<file path="config.mk">
export PLATFORM = sky130hd
export DESIGN_NAME = sample_mean_stddev_accumulator
export DESIGN_NICKNAME = d
export VERILOG_FILES = /design/src/rtl/core/smsd_pkg.sv /design/src/rtl/core/sample_mean_stddev_accumulator.sv /design/src/rtl/core/smsd_div.sv /design/src/rtl/core/smsd_sqrt.sv /design/src/rtl/core/smsd_datapath.sv /design/src/rtl/core/smsd_ctrl.sv
export SDC_FILE = /design/constraint.sdc
export NUM_CORES = 2
export LEC_CHECK = 0
export ABC_CLOCK_PERIOD_IN_PS = 8600
export BUFFER_PORTS_ARGS = -buffer_cell sky130_fd_sc_hd__buf_2
export CAP_MARGIN = 15
export CORE_ASPECT_RATIO = 0.7
export CORE_MARGIN = 5
export CORE_UTILIZATION = 57
export CTS_CLUSTER_SIZE = 16
export DETAILED_ROUTE_END_ITERATION = 10
export PLACE_DENSITY_LB_ADDON = 0.15
export SYNTH_ARGS = -nofsm -noshare
export SYNTH_HDL_FRONTEND = slang
export SYNTH_SLANG_ARGS = --single-unit
</file>
<file path="constraint.sdc">
create_clock -name clk -period 8.6 [get_ports clk]
set_input_delay 0.43 -clock clk [delete_from_list [all_inputs] [get_ports clk]]
set_output_delay 0.43 -clock clk [all_outputs]
set_load 0.01 [all_outputs]
</file>
<file path="src/rtl/core/smsd_pkg.sv">
`timescale 1ns / 1ps

package smsd_pkg;

  localparam int SAMPLE_W  = 16;
  localparam int CAP_W     = 11;
  localparam int COUNT_W   = 11;
  localparam int MEAN_W    = 24;
  localparam int STD_W     = 23;
  localparam int FRAC_W    = 8;
  localparam int VAR_SHIFT = 2 * FRAC_W;
  localparam int MEAN_QW   = 24;
  localparam int VAR_QW    = 47;
  localparam int ROOT_W    = 24;

  localparam logic [CAP_W-1:0] CAP_RESET = 11'd1024;

  typedef struct packed {
    logic capture;
    logic square;
    logic update;
    logic prep;
    logic start;
    logic sub;
    logic start_var;
    logic start_sqrt;
    logic load_out;
  } smsd_cmd_t;

  typedef struct packed {
    logic empty;
    logic mul_busy;
    logic mdiv_busy;
    logic vdiv_busy;
    logic sqrt_busy;
  } smsd_sts_t;

endpackage

</file>
<file path="src/rtl/core/sample_mean_stddev_accumulator.sv">
`timescale 1ns / 1ps

// Running mean and population standard deviation of signed 16-bit samples.
// Each sample transfer yields one result: whether the sample was taken (it
// is taken while the count is below the lesser of the capacity register and
// MAX_CAPACITY), the count, the mean and the standard deviation, both in
// fixed point with 8 fraction bits, truncated, and zero while nothing has
// been taken. One sample is processed at a time: the controller steps
// through capture, square, update, the bit-serial multiply of count by the
// square sum, the one-bit-per-cycle variance divider and the
// one-bit-per-cycle square root, with the mean divider running alongside,
// and the next sample can be taken in the cycle after its result is loaded.
// While the count is zero the multiply, divide and root steps are skipped.
// A finished result waits in an output register while the next sample is
// taken; that sample's result is held back until the earlier one has been
// transferred. Capacity writes are taken in any cycle and belong only
// between items.

module sample_mean_stddev_accumulator #(
  parameter int MAX_CAPACITY = 1024
) (
  input  logic                                 clk,
  input  logic                                 rst,
  input  logic                                 sample_valid,
  output logic                                 sample_stall,
  input  logic signed [smsd_pkg::SAMPLE_W-1:0] sample,
  output logic                                 result_valid,
  input  logic                                 result_stall,
  output logic                                 accepted,
  output logic        [smsd_pkg::COUNT_W-1:0]  count,
  output logic signed [smsd_pkg::MEAN_W-1:0]   mean,
  output logic        [smsd_pkg::STD_W-1:0]    std_dev,
  input  logic                                 cfg_valid,
  output logic                                 cfg_ready,
  input  logic        [smsd_pkg::CAP_W-1:0]    cfg_data
);

  import smsd_pkg::*;

  smsd_cmd_t cmd;
  smsd_sts_t sts;

  assign cfg_ready = 1'b1;

  smsd_ctrl u_ctrl (
    .clk         (clk),
    .rst         (rst),
    .sample_valid(sample_valid),
    .sample_stall(sample_stall),
    .result_valid(result_valid),
    .result_stall(result_stall),
    .sts         (sts),
    .cmd         (cmd)
  );

  smsd_datapath #(
    .MAX_CAPACITY(MAX_CAPACITY)
  ) u_datapath (
    .clk      (clk),
    .rst      (rst),
    .sample   (sample),
    .cfg_valid(cfg_valid),
    .cfg_data (cfg_data),
    .cmd      (cmd),
    .sts      (sts),
    .accepted (accepted),
    .count    (count),
    .mean     (mean),
    .std_dev  (std_dev)
  );

endmodule

</file>
<file path="src/rtl/core/smsd_div.sv">
`timescale 1ns / 1ps

module smsd_div #(
  parameter int XW = 33,
  parameter int DW = 11,
  parameter int QW = 24
) (
  input  logic          clk,
  input  logic          rst,
  input  logic          start,
  input  logic [XW-1:0] dividend,
  input  logic [DW-1:0] divisor,
  output logic          busy,
  output logic [QW-1:0] quotient
);

  localparam int CNTW = $clog2(QW + 1);

  logic [DW-1:0]   rem;
  logic [QW-1:0]   low;
  logic [CNTW-1:0] cnt;
  logic [DW:0]     trial;
  logic [DW:0]     diff;
  logic            ge;

  assign trial = {rem, low[QW-1]};
  assign diff  = trial - {1'b0, divisor};
  assign ge    = trial >= {1'b0, divisor};

  always_ff @(posedge clk) begin
    if (rst) begin
      busy <= 1'b0;
      cnt  <= '0;
    end else if (start) begin
      busy <= 1'b1;
      cnt  <= CNTW'(QW);
    end else if (busy) begin
      busy <= (cnt != CNTW'(1));
      cnt  <= cnt - 1'b1;
    end
  end

  always_ff @(posedge clk) begin
    if (start) begin
      rem <= DW'(dividend >> QW);
      low <= dividend[QW-1:0];
    end else if (busy) begin
      rem      <= ge ? diff[DW-1:0] : trial[DW-1:0];
      low      <= {low[QW-2:0], 1'b0};
      quotient <= {quotient[QW-2:0], ge};
    end
  end

endmodule

</file>
<file path="src/rtl/core/smsd_sqrt.sv">
`timescale 1ns / 1ps

module smsd_sqrt #(
  parameter int RW = 24
) (
  input  logic              clk,
  input  logic              rst,
  input  logic              start,
  input  logic [2*RW-1:0]   radicand,
  output logic              busy,
  output logic [RW-1:0]     root
);

  localparam int CNTW = $clog2(RW + 1);

  logic [2*RW-1:0] rad;
  logic [RW:0]     rem;
  logic [CNTW-1:0] cnt;
  logic [RW+2:0]   part;
  logic [RW+2:0]   trial;
  logic [RW+2:0]   diff;
  logic            ge;

  assign part  = {rem, rad[2*RW-1:2*RW-2]};
  assign trial = {1'b0, root, 2'b01};
  assign diff  = part - trial;
  assign ge    = part >= trial;

  always_ff @(posedge clk) begin
    if (rst) begin
      busy <= 1'b0;
      cnt  <= '0;
    end else if (start) begin
      busy <= 1'b1;
      cnt  <= CNTW'(RW);
    end else if (busy) begin
      busy <= (cnt != CNTW'(1));
      cnt  <= cnt - 1'b1;
    end
  end

  always_ff @(posedge clk) begin
    if (start) begin
      rad  <= radicand;
      rem  <= '0;
      root <= '0;
    end else if (busy) begin
      rad  <= {rad[2*RW-3:0], 2'b00};
      rem  <= ge ? diff[RW:0] : part[RW:0];
      root <= {root[RW-2:0], ge};
    end
  end

endmodule

</file>
<file path="src/rtl/core/smsd_datapath.sv">
`timescale 1ns / 1ps

module smsd_datapath #(
  parameter int MAX_CAPACITY = 1024
) (
  input  logic                                 clk,
  input  logic                                 rst,
  input  logic signed [smsd_pkg::SAMPLE_W-1:0] sample,
  input  logic                                 cfg_valid,
  input  logic        [smsd_pkg::CAP_W-1:0]    cfg_data,
  input  smsd_pkg::smsd_cmd_t                  cmd,
  output smsd_pkg::smsd_sts_t                  sts,
  output logic                                 accepted,
  output logic        [smsd_pkg::COUNT_W-1:0]  count,
  output logic signed [smsd_pkg::MEAN_W-1:0]   mean,
  output logic        [smsd_pkg::STD_W-1:0]    std_dev
);

  import smsd_pkg::*;

  localparam int CW    = $clog2(MAX_CAPACITY + 1);
  localparam int SUMW  = SAMPLE_W + CW;
  localparam int MAGW  = SUMW - 1;
  localparam int SQ1W  = 2 * SAMPLE_W - 1;
  localparam int SQW   = SQ1W - 1 + CW;
  localparam int PRODW = SQW + CW;
  localparam int NNW   = 2 * CW;
  localparam int MXW   = MAGW + FRAC_W;
  localparam int VXW   = PRODW + VAR_SHIFT;
  localparam int RADW  = 2 * ROOT_W;
  localparam int CMPW  = ((CW > CAP_W) ? CW : CAP_W) + 1;
  localparam int MCNTW = $clog2(CW + 1);

  logic        [CAP_W-1:0]      capacity;
  logic signed [SAMPLE_W-1:0]   samp;
  logic signed [2*SAMPLE_W-1:0] sq_full;
  logic        [SQ1W-1:0]       sq;
  logic                         acc_flag;
  logic                         acc_ok;
  logic        [CW-1:0]         cnt;
  logic signed [SUMW-1:0]       sum;
  logic        [SUMW-1:0]       sum_abs;
  logic        [SQW-1:0]        sumsq;
  logic        [MAGW-1:0]       mag;
  logic                         neg;
  logic                         empty;
  logic        [PRODW-1:0]      sum2;
  logic        [NNW-1:0]        nn;
  logic        [PRODW-1:0]      dvar;
  logic        [PRODW-1:0]      prod;
  logic        [PRODW-1:0]      mcand;
  logic        [CW-1:0]         mplier;
  logic        [MCNTW-1:0]      mcnt;
  logic                         mul_busy;
  logic        [MEAN_QW-1:0]    mq;
  logic        [MEAN_W-1:0]     mean_mag;
  logic        [VAR_QW-1:0]     vq;
  logic        [ROOT_W-1:0]     root;
  logic                         mdiv_busy;
  logic                         vdiv_busy;
  logic                         sqrt_busy;

  assign acc_ok  = (CMPW'(cnt) < CMPW'(capacity)) && (CMPW'(cnt) < CMPW'(MAX_CAPACITY));
  assign sq_full = samp * samp;
  assign sum_abs = sum[SUMW-1] ? SUMW'(-sum) : SUMW'(sum);
  assign mean_mag = MEAN_W'(mq);

  always_ff @(posedge clk) begin
    if (rst) begin
      capacity <= CAP_RESET;
      cnt      <= '0;
      sum      <= '0;
      sumsq    <= '0;
      mul_busy <= 1'b0;
      mcnt     <= '0;
    end else begin
      if (cfg_valid) begin
        capacity <= cfg_data;
      end
      if (cmd.update && acc_flag) begin
        cnt   <= cnt + 1'b1;
        sum   <= sum + {{(SUMW-SAMPLE_W){samp[SAMPLE_W-1]}}, samp};
        sumsq <= sumsq + SQW'(sq);
      end
      if (cmd.start) begin
        mul_busy <= 1'b1;
        mcnt     <= MCNTW'(CW);
      end else if (mul_busy) begin
        mul_busy <= (mcnt != MCNTW'(1));
        mcnt     <= mcnt - 1'b1;
      end
    end
  end

  always_ff @(posedge clk) begin
    if (cmd.capture) begin
      samp     <= sample;
      acc_flag <= acc_ok;
    end
    if (cmd.square) begin
      sq <= sq_full[SQ1W-1:0];
    end
    if (cmd.prep) begin
      mag   <= sum_abs[MAGW-1:0];
      neg   <= sum[SUMW-1];
      empty <= (cnt == '0);
    end
    if (cmd.start) begin
      sum2   <= mag * mag;
      nn     <= cnt * cnt;
      prod   <= '0;
      mcand  <= PRODW'(sumsq);
      mplier <= cnt;
    end else if (mul_busy) begin
      if (mplier[0]) begin
        prod <= prod + mcand;
      end
      mcand  <= {mcand[PRODW-2:0], 1'b0};
      mplier <= mplier >> 1;
    end
    if (cmd.sub) begin
      dvar <= (prod >= sum2) ? (prod - sum2) : '0;
    end
    if (cmd.load_out) begin
      accepted <= acc_flag;
      count    <= COUNT_W'(cnt);
      mean     <= empty ? '0 : (neg ? MEAN_W'(-mean_mag) : mean_mag);
      std_dev  <= empty ? '0 : root[STD_W-1:0];
    end
  end

  smsd_div #(
    .XW(MXW),
    .DW(CW),
    .QW(MEAN_QW)
  ) u_mean_div (
    .clk     (clk),
    .rst     (rst),
    .start   (cmd.start),
    .dividend({mag, {FRAC_W{1'b0}}}),
    .divisor (cnt),
    .busy    (mdiv_busy),
    .quotient(mq)
  );

  smsd_div #(
    .XW(VXW),
    .DW(NNW),
    .QW(VAR_QW)
  ) u_var_div (
    .clk     (clk),
    .rst     (rst),
    .start   (cmd.start_var),
    .dividend({dvar, {VAR_SHIFT{1'b0}}}),
    .divisor (nn),
    .busy    (vdiv_busy),
    .quotient(vq)
  );

  smsd_sqrt #(
    .RW(ROOT_W)
  ) u_sqrt (
    .clk     (clk),
    .rst     (rst),
    .start   (cmd.start_sqrt),
    .radicand(RADW'(vq)),
    .busy    (sqrt_busy),
    .root    (root)
  );

  assign sts.empty     = empty;
  assign sts.mul_busy  = mul_busy;
  assign sts.mdiv_busy = mdiv_busy;
  assign sts.vdiv_busy = vdiv_busy;
  assign sts.sqrt_busy = sqrt_busy;

endmodule

</file>
<file path="src/rtl/core/smsd_ctrl.sv">
`timescale 1ns / 1ps

module smsd_ctrl (
  input  logic                clk,
  input  logic                rst,
  input  logic                sample_valid,
  output logic                sample_stall,
  output logic                result_valid,
  input  logic                result_stall,
  input  smsd_pkg::smsd_sts_t sts,
  output smsd_pkg::smsd_cmd_t cmd
);

  import smsd_pkg::*;

  typedef enum logic [3:0] {
    S_IDLE,
    S_SQUARE,
    S_UPDATE,
    S_PREP,
    S_START,
    S_MUL,
    S_SUB,
    S_VSTART,
    S_VDIV,
    S_SQSTART,
    S_SQRT,
    S_OUT
  } state_t;

  state_t state;
  logic   out_free;

  assign out_free     = !result_valid || !result_stall;
  assign sample_stall = (state != S_IDLE);

  always_comb begin
    cmd            = '0;
    cmd.capture    = (state == S_IDLE) && sample_valid;
    cmd.square     = (state == S_SQUARE);
    cmd.update     = (state == S_UPDATE);
    cmd.prep       = (state == S_PREP);
    cmd.start      = (state == S_START) && !sts.empty;
    cmd.sub        = (state == S_SUB);
    cmd.start_var  = (state == S_VSTART);
    cmd.start_sqrt = (state == S_SQSTART);
    cmd.load_out   = (state == S_OUT) && out_free;
  end

  always_ff @(posedge clk) begin
    if (rst) begin
      state        <= S_IDLE;
      result_valid <= 1'b0;
    end else begin
      if ((state == S_OUT) && out_free) begin
        result_valid <= 1'b1;
      end else if (result_valid && !result_stall) begin
        result_valid <= 1'b0;
      end
      case (state)
        S_IDLE: begin
          if (sample_valid) begin
            state <= S_SQUARE;
          end
        end
        S_SQUARE:  state <= S_UPDATE;
        S_UPDATE:  state <= S_PREP;
        S_PREP:    state <= S_START;
        S_START:   state <= sts.empty ? S_OUT : S_MUL;
        S_MUL: begin
          if (!sts.mul_busy) begin
            state <= S_SUB;
          end
        end
        S_SUB:     state <= S_VSTART;
        S_VSTART:  state <= S_VDIV;
        S_VDIV: begin
          if (!sts.vdiv_busy) begin
            state <= S_SQSTART;
          end
        end
        S_SQSTART: state <= S_SQRT;
        S_SQRT: begin
          if (!sts.sqrt_busy && !sts.mdiv_busy) begin
            state <= S_OUT;
          end
        end
        S_OUT: begin
          if (out_free) begin
            state <= S_IDLE;
          end
        end
        default:   state <= S_IDLE;
      endcase
    end
  end

endmodule

</file>
==> reports/metrics.cfg <==
[status]
outcome = completed

[worst_setup_path]
critical_path_class = flop to flop
worstSetupEndpointType = flop
arrival_ns = 8.43
cp.required_ns = 9.03
path_buf_inv = 6
cpMostUsedCell = fa_1
crit_fanout = 15
slowest_stage = edfxtp_1
cp-start-kind = flop
path_delay_family = adder cells
max_stage_delay_ns = 0.75

[final_layout]
diodes = 0
num-fill-cells = 10300
final_nets = 8875
area_delta_synth_final_pct = 7.17
drive_gt1_share_pct = 4.64
multi_input_area_mm2 = 0.0444
instances_no_fill = 9160
regArea_mm2 = 0.0199
final_util_pct = 61.6

[synth]
netlist_area_mm2 = 0.0700
synth_edf_count = 506
ys_ff_latch = 740
synthAdderAreaFrac_pct = 33.4
synth.distinct_cells = 88
synth_top_family_by_area = adder cells
synth_compound_area_share_pct = 10.4
synth_warnings = 0
synthXorXnorAreaFrac_pct = 4.49
synth_flop_cell = edfxtp_1
seq_area_frac_synth_pct = 28.4
syn_nets = 8870
synthSimpleGateAreaFrac_pct = 14.0
async_reset_ff_share_pct = 0
avgSynthCellArea_um2 = 9.40
postSynthCellCount = 7454
synthMuxAreaShare_pct = 0.877

[routing]
dr.pass1.iters = 8
drc = 0
num_vias = 50700
wl_um = 173000
drtIter0Drc = 4156
wl_per_cell_um = 18.9
viasPerCell = 5.53
postRouteAntennaNets = 0

[cts]
worstSkewPairLatency_ns = 0.71
cts.reportedPaths.clkPinSlew_ns = 0.06
tritoncts.num_buffers = 78
ctsResizeCount = 0
clk_path_buf_depth = 3
cts_root_buf = clkbuf_16
cts_num_sinks = 740
cts_tree = done
htreeDepth = 3

[floorplan]
initial_core_util_pct = 57.5
io_pins = 94
fp.dieW_um = 429
placementRows = 107
die_y_um = 303
dieArea_mm2 = 0.130
coreArea_mm2 = 0.122

[timing]
max_freq_mhz = 125
timing.setup.tns_ns = 0
setup_viol = 0
min_period_ns = 8.00
finalCritPeriodShare_pct = 93.0
hold_violations = 0
tightestPinTransition_ns = 1.22
final_max_slew_viol_count = 0
relSlewSlack_pct = 18.8
finClkSkew_ns = 0.0325
rsz0062_at_grt = no

[placement]
gp_congestion = 0.944
dpl.hpwl_um = 136000
portBuffers = 92
placed_cells = 8986

[global_routing]
grt_pass1_wl_um = 280000
grt_max_degree = 81
grt_overflow = 0
antenna_found_initial = 1
grtUsageTotal_pct = 26.9
first_global_vias = 50300

[hold_path]
min_path_type = input port to flop

[flow_run]
maxCapViolations = 0

-- layout make-up --
cell class | instances | share of cell area (%)
clock buffer | 104 | 2.84
clock inverter | 42 | 0.640
inverter | 1289 | 6.45
multi-input combinational | 5154 | 59.1
sequential | 740 | 26.5
tap | 1635 | 2.73
timing repair buffer | 196 | 1.77
-- per-stage QoR --
stage	hold slack [ns]	worst slack (ns)	cell area (um2)
after detailed placement	0.432	0.728	72200
after floorplan	0.406	1.31	70000
final	0.124	0.600	75100
after global placement	0.429	0.774	72200
after global routing	0.118	0.247	75100
after CTS	0.0574	0.709	75000
-- registers in the layout, indices dropped and copies added, names as in the netlist, 25 cells and up --
signal and count:
u_datapath.mag 26, u_datapath.u_sqrt.rem 25, u_datapath.u_sqrt.rad 48, u_datapath.mcand 52
u_datapath.sum2 51, u_datapath.sum 27, u_datapath.u_var_div.quotient 47, u_datapath.prod 52
u_datapath.sumsq 41, u_datapath.dvar 52, u_datapath.u_var_div.low 31, u_datapath.sq 30
-- placed cells by master, fill, tap and decap left out, types with 52 or more instances in the layout --
master,n
clkbuf_16,79
fa_1,814
nor2b_1,52
nor2_1,460
nand2_1,1039
ha_1,570
xnor2_1,243
buf_2,91
o21ai_0,221
xor2_1,116
dfxtp_1,233
buf_4,77
nand3_1,84
edfxtp_1,506
nor3_1,82
nand2b_1,53
inv_1,1277
a21oi_1,433
a21o_1,152
and2_1,212
mux2i_1,58
-- cells in the mapped netlist, types with 14 or more instances --
| library cell | count | area, um2 |
|---|---|---|
| clkbuf_1 | 232 | 871 |
| o21a_1 | 41 | 308 |
| and3_1 | 34 | 213 |
| mux2i_1 | 58 | 581 |
| buf_1 | 17 | 63.8 |
| nand2b_1 | 56 | 350 |
| ha_1 | 570 | 7130 |
| nor2_1 | 462 | 1730 |
| nand2_1 | 1041 | 3910 |
| a211oi_1 | 43 | 323 |
| inv_1 | 1277 | 4790 |
| nand4_1 | 45 | 282 |
| a21o_1 | 152 | 1140 |
| or2_2 | 16 | 100 |
| xnor2_1 | 243 | 2130 |
| nor3_1 | 84 | 420 |
| o31ai_1 | 34 | 255 |
| a21oi_1 | 434 | 2170 |
| edfxtp_1 | 506 | 15200 |
| buf_2 | 14 | 70.1 |
| and2_1 | 213 | 1330 |
| fa_1 | 814 | 16300 |
| xor2_1 | 116 | 1020 |
| o21ai_0 | 221 | 1110 |
| dfxtp_1 | 234 | 4680 |
| a31oi_1 | 43 | 269 |
| o21bai_1 | 45 | 338 |
| or3_1 | 26 | 163 |
| nand3_1 | 87 | 435 |
| nor2b_1 | 52 | 325 |
-- metal layers --
layer	track usage (%)	part of all wire, %	vias up
li1	-	-	24100
met1	42.6	49	24600
met2	37.7	40	1793
met3	6.73	9.3	181
met4	4.67	1.5	0
met5	0	0	-
-- tightest hold or removal path: cells and delay by family --
family / cells / cell delay [ns]
buffers and inverters: 1 / 0.13
AOI/OAI and AO/OA: 1 / 0.12
and+or+nand+nor: 1 / 0.10
-- final timing paths --
path	to	cells after the start	start	slack, ns
hold / removal	u_ctrl.state[1]	3	sample_valid	0.12
setup reg to reg	u_datapath.sum2[49]	25	u_datapath.mag[6]	0.60
hold reg to reg	u_datapath.u_var_div.quotient[46]	0	u_datapath.u_var_div.quotient[45]	0.43
setup / recovery	u_datapath.sum2[49]	25	u_datapath.mag[6]	0.60
-- kinds of logic after synthesis --
family | after synthesis
buffers and inverters | 1560
adders and majority gates | 1384
other | 1
xor gates and xnor gates | 359
AOI/OAI and AO/OA | 1167
and+or+nand+nor | 2182
muxes | 61
DFF | 740
-- what timing repair did --
| action | CTS | global route |
|---|---|---|
| setup buffers | 0 | 0 |
| endpoints found under the setup margin | 0 | 0 |
| endpoints found under the hold margin | 27 | 0 |
| hold buffers | 27 | 0 |
Power is left out: the tool's default activity adds up to more than one toggle a clock period on the data nets, which glitch-free logic cannot reach.
